==> config.mk <==
export PLATFORM = sky130hd
export DESIGN_NAME = c8ic_alu
export DESIGN_NICKNAME = d
export VERILOG_FILES = /design/src/rtl/core/c8ic_alu.sv
export SDC_FILE = /design/constraint.sdc
export NUM_CORES = 1
export LEC_CHECK = 0
export BUFFER_PORTS_ARGS = -buffer_cell sky130_fd_sc_hd__buf_2
export CAP_MARGIN = 15
export CORE_UTILIZATION = 50
export DETAILED_ROUTE_END_ITERATION = 12
export PLACE_DENSITY_LB_ADDON = 0.1
export SETUP_SLACK_MARGIN = 0.02
export SYNTH_ARGS = -nofsm -noshare
export SYNTH_HDL_FRONTEND = slang
export SYNTH_SLANG_ARGS = --single-unit
==> constraint.sdc <==
create_clock -name vclk -period 2.9
set_input_delay 0.29 -clock vclk [all_inputs]
set_output_delay 0.29 -clock vclk [all_outputs]
set_load 0.01 [all_outputs]
==> src/rtl/core/c8ic_alu.sv <==
module c8ic_alu (
  input  logic [3:0] fn,
  input  logic [7:0] vx,
  input  logic [7:0] vy,
  output logic [7:0] res,
  output logic [7:0] flg,
  output logic       setf,
  output logic       bad
);
  always_comb begin
    res = 8'd0;
    flg = 8'd0;
    setf = 1'b1;
    bad = 1'b0;
    unique case (fn)
      4'h0: begin res = vy; setf = 1'b0; end
      4'h1: begin res = vx | vy; setf = 1'b0; end
      4'h2: begin res = vx & vy; setf = 1'b0; end
      4'h3: begin res = vx ^ vy; setf = 1'b0; end
      4'h4: begin
        res = vx + vy;
        flg = {7'd0, ({1'b0, vx} + {1'b0, vy}) > 9'd255};
      end
      4'h5: begin res = vx - vy; flg = {7'd0, vx >= vy}; end
      4'h6: begin res = {1'b0, vx[7:1]}; flg = {7'd0, vx[0]}; end
      4'h7: begin res = vy - vx; flg = {7'd0, vy >= vx}; end
      4'hE: begin res = {vx[6:0], 1'b0}; flg = {7'd0, vx[7]}; end
      default: begin setf = 1'b0; bad = 1'b1; end
    endcase
  end
endmodule

==> results.cfg <==
[sta]
relSlewSlack_pct = 53.2
fmax_ghz = 0.355
fin_tns_setup_ns = 0
maxSlewViolCount = 0
setup_viol = 0
rsz0062_at_grt = false
worst_pin_slew_ns = 0.696
finalCritPeriodShare_pct = 97.1
hold_viol_final = 0
fin_ws_ns = 0.0855
period_minus_slack_ns = 2.81

[finish]
utilization_pct = 58.6
multi_input_area_um2 = 1670
num-fill-cells = 366
n_sequential_cell = 0
register_area_um2 = 0
n_antenna_cell = 0
fin_nets = 349
fin_area_um2 = 2030
nClkBuffers = 0
syn_to_final_growth_pct = 7.76
drive_above_1_share_pct = 17.5

[pwr]
p_per_area_nw_per_um2 = 180
p_leak_nw = 0.987
vdd_drop_max_mv = 0.0812
totalPowerFinal_uw = 366

[clocking]
hold_buffers = 0
post_cts_buffers = 0

[synth]
synth_most_common_cell = ha_1
yosysWarnings = 0
synth_cells = 271
synth_common_cells = ha_1, inv_1, nand2_1
ys_seq_area_share_pct = 0
post_synth_num_cell_types = 57
synthTopCellsByArea = ha_1, inv_1, mux2i_1, a21oi_1, o21ai_0
netlist.area_leader.share_pct = 21.2
syn_avg_cell_area_um2 = 6.96
synth_top_area_cell = ha_1
netlist_area_um2 = 1890

[grt]
grtUsageTotal_pct = 28.8
grt_antenna_before_repair = 0
gr-total-overflow = 0
grt_use_met2_pct = 44.1
grt_use_met1_pct = 43.2
grtUsageMet3_pct = 2.36
top_usage_layer = met2
grt_pass1_wl_um = 9450
grt_pass1_vias = 1908
grt_max_degree = 19

[flow_run]
max-cap-violations = 0

[die]
dieArea_um2 = 4020
die_y_um = 63.4
start_util_pct = 54.4
num_rows = 21
coreArea_um2 = 3470
die_x_um = 63.4
io_pins = 38

[place]
routabilityCongestion = 0.924
placed_area_um2 = 2030
pre_cts_ws_ns = 0.199
numPortBuffers = 31
hpwl_um = 4510

[worst_hold_path]
whs_path_depth = 3
min_from = fn[3]
worstHoldPathType = input pin to output port
whs_endpoint = res[0]

[critical_path]
cp.required_ns = 2.61
crit_type = input pin to output port
cp_data_arrival_time_ns = 2.52
critPathCaptureType = output port
startpoint_type = input pin
cp_max_fo = 5

[detailed_routing]
wl_per_cell_um = 16.9
drtIter0Drc = 231
ant_nets = 0
first_pass_iters = 5
vias = 2088
via_per_inst = 6.18
wl_um = 5710
post-route-drc-count = 0

[run_status]
outcome = finished clean
[critical path, stage by stage]
cell and delay [ns]:
buf_2 0.13, inv_1 0.09, ha_1 0.22, inv_1 0.07
fa_1 0.39, nor2b_1 0.14, o21a_1 0.19, or2_1 0.25
a222oi_1 0.36, and2_1 0.17, o21ai_1 0.07, buf_2 0.15
[metal layers]
layer / share of wire, % / vias up
met3: 8.9 / 8
met1: 47 / 960
met4: 1.7 / 0
met2: 42 / 112
li1: - / 1008
met5: 0 / -
[how the worst max path moves through the flow]
stage                         to  slack, ns  start  cells after the start
after floorplan           res[4]       0.61  vx[0]                     10
after global placement    flg[0]       0.23  vx[0]                     12
after detailed placement  flg[0]       0.20  vx[0]                     12
after CTS                 res[5]       0.19  vx[1]                     10
after global routing      res[5]       0.01  vx[1]                     10
final                     res[4]       0.09  vx[0]                     12
[kinds of logic after synthesis]
kind of cell	count (synthesis)	synth area share (%)
AND/OR/NAND/NOR	78	20.4
buffers and inverters	50	12.7
other	1	0.199
AO/OA/AOI/OAI	89	32.0
adder cells (fa/ha/maj)	35	24.4
multiplexers	15	8.89
XOR/XNOR	3	1.39
[layout by cell type, fill, tap and decap left out, types with 7 or more instances in the layout]
cell type,Yosys,layout
nor3_1,8,7
inv_1,27,27
a21oi_1,17,17
ha_1,32,32
o21ai_0,17,17
mux2i_1,10,10
o22ai_1,9,9
nor2_1,17,17
buf_2,6,31
nand3_1,8,8
nand2_1,19,19
conb_1,1,7
[metrics by stage]
stage,hold WS (ns),instances
floorplan,0.783,277
global placement,1.05,338
detailed placement,1.06,338
CTS,1.06,338
global route,1.09,338
finish,1.06,338
[final cells by class]
class / instances / area share, %
inverters: 29 / 5.35
multi-input cells: 227 / 82.3
well taps: 46 / 2.83
repair buffers: 36 / 9.48
[repair_timing]
| item | 4_1_cts | 5_1_grt |
|---|---|---|
| resized for setup | 0 | 1 |
| setup endpoints to repair | 0 | 1 |
| endpoints found under the hold margin | 0 | 0 |
[report_power, final]
group	total [mW]	leakage [nW]	internal [mW]	switching (mW)
clock	0	0	0	0
sequential	0	0	0	0
combinational	0.366	0.987	0.144	0.223
total	0.366	0.987	0.144	0.223
(Power assumes the default switching activity.)
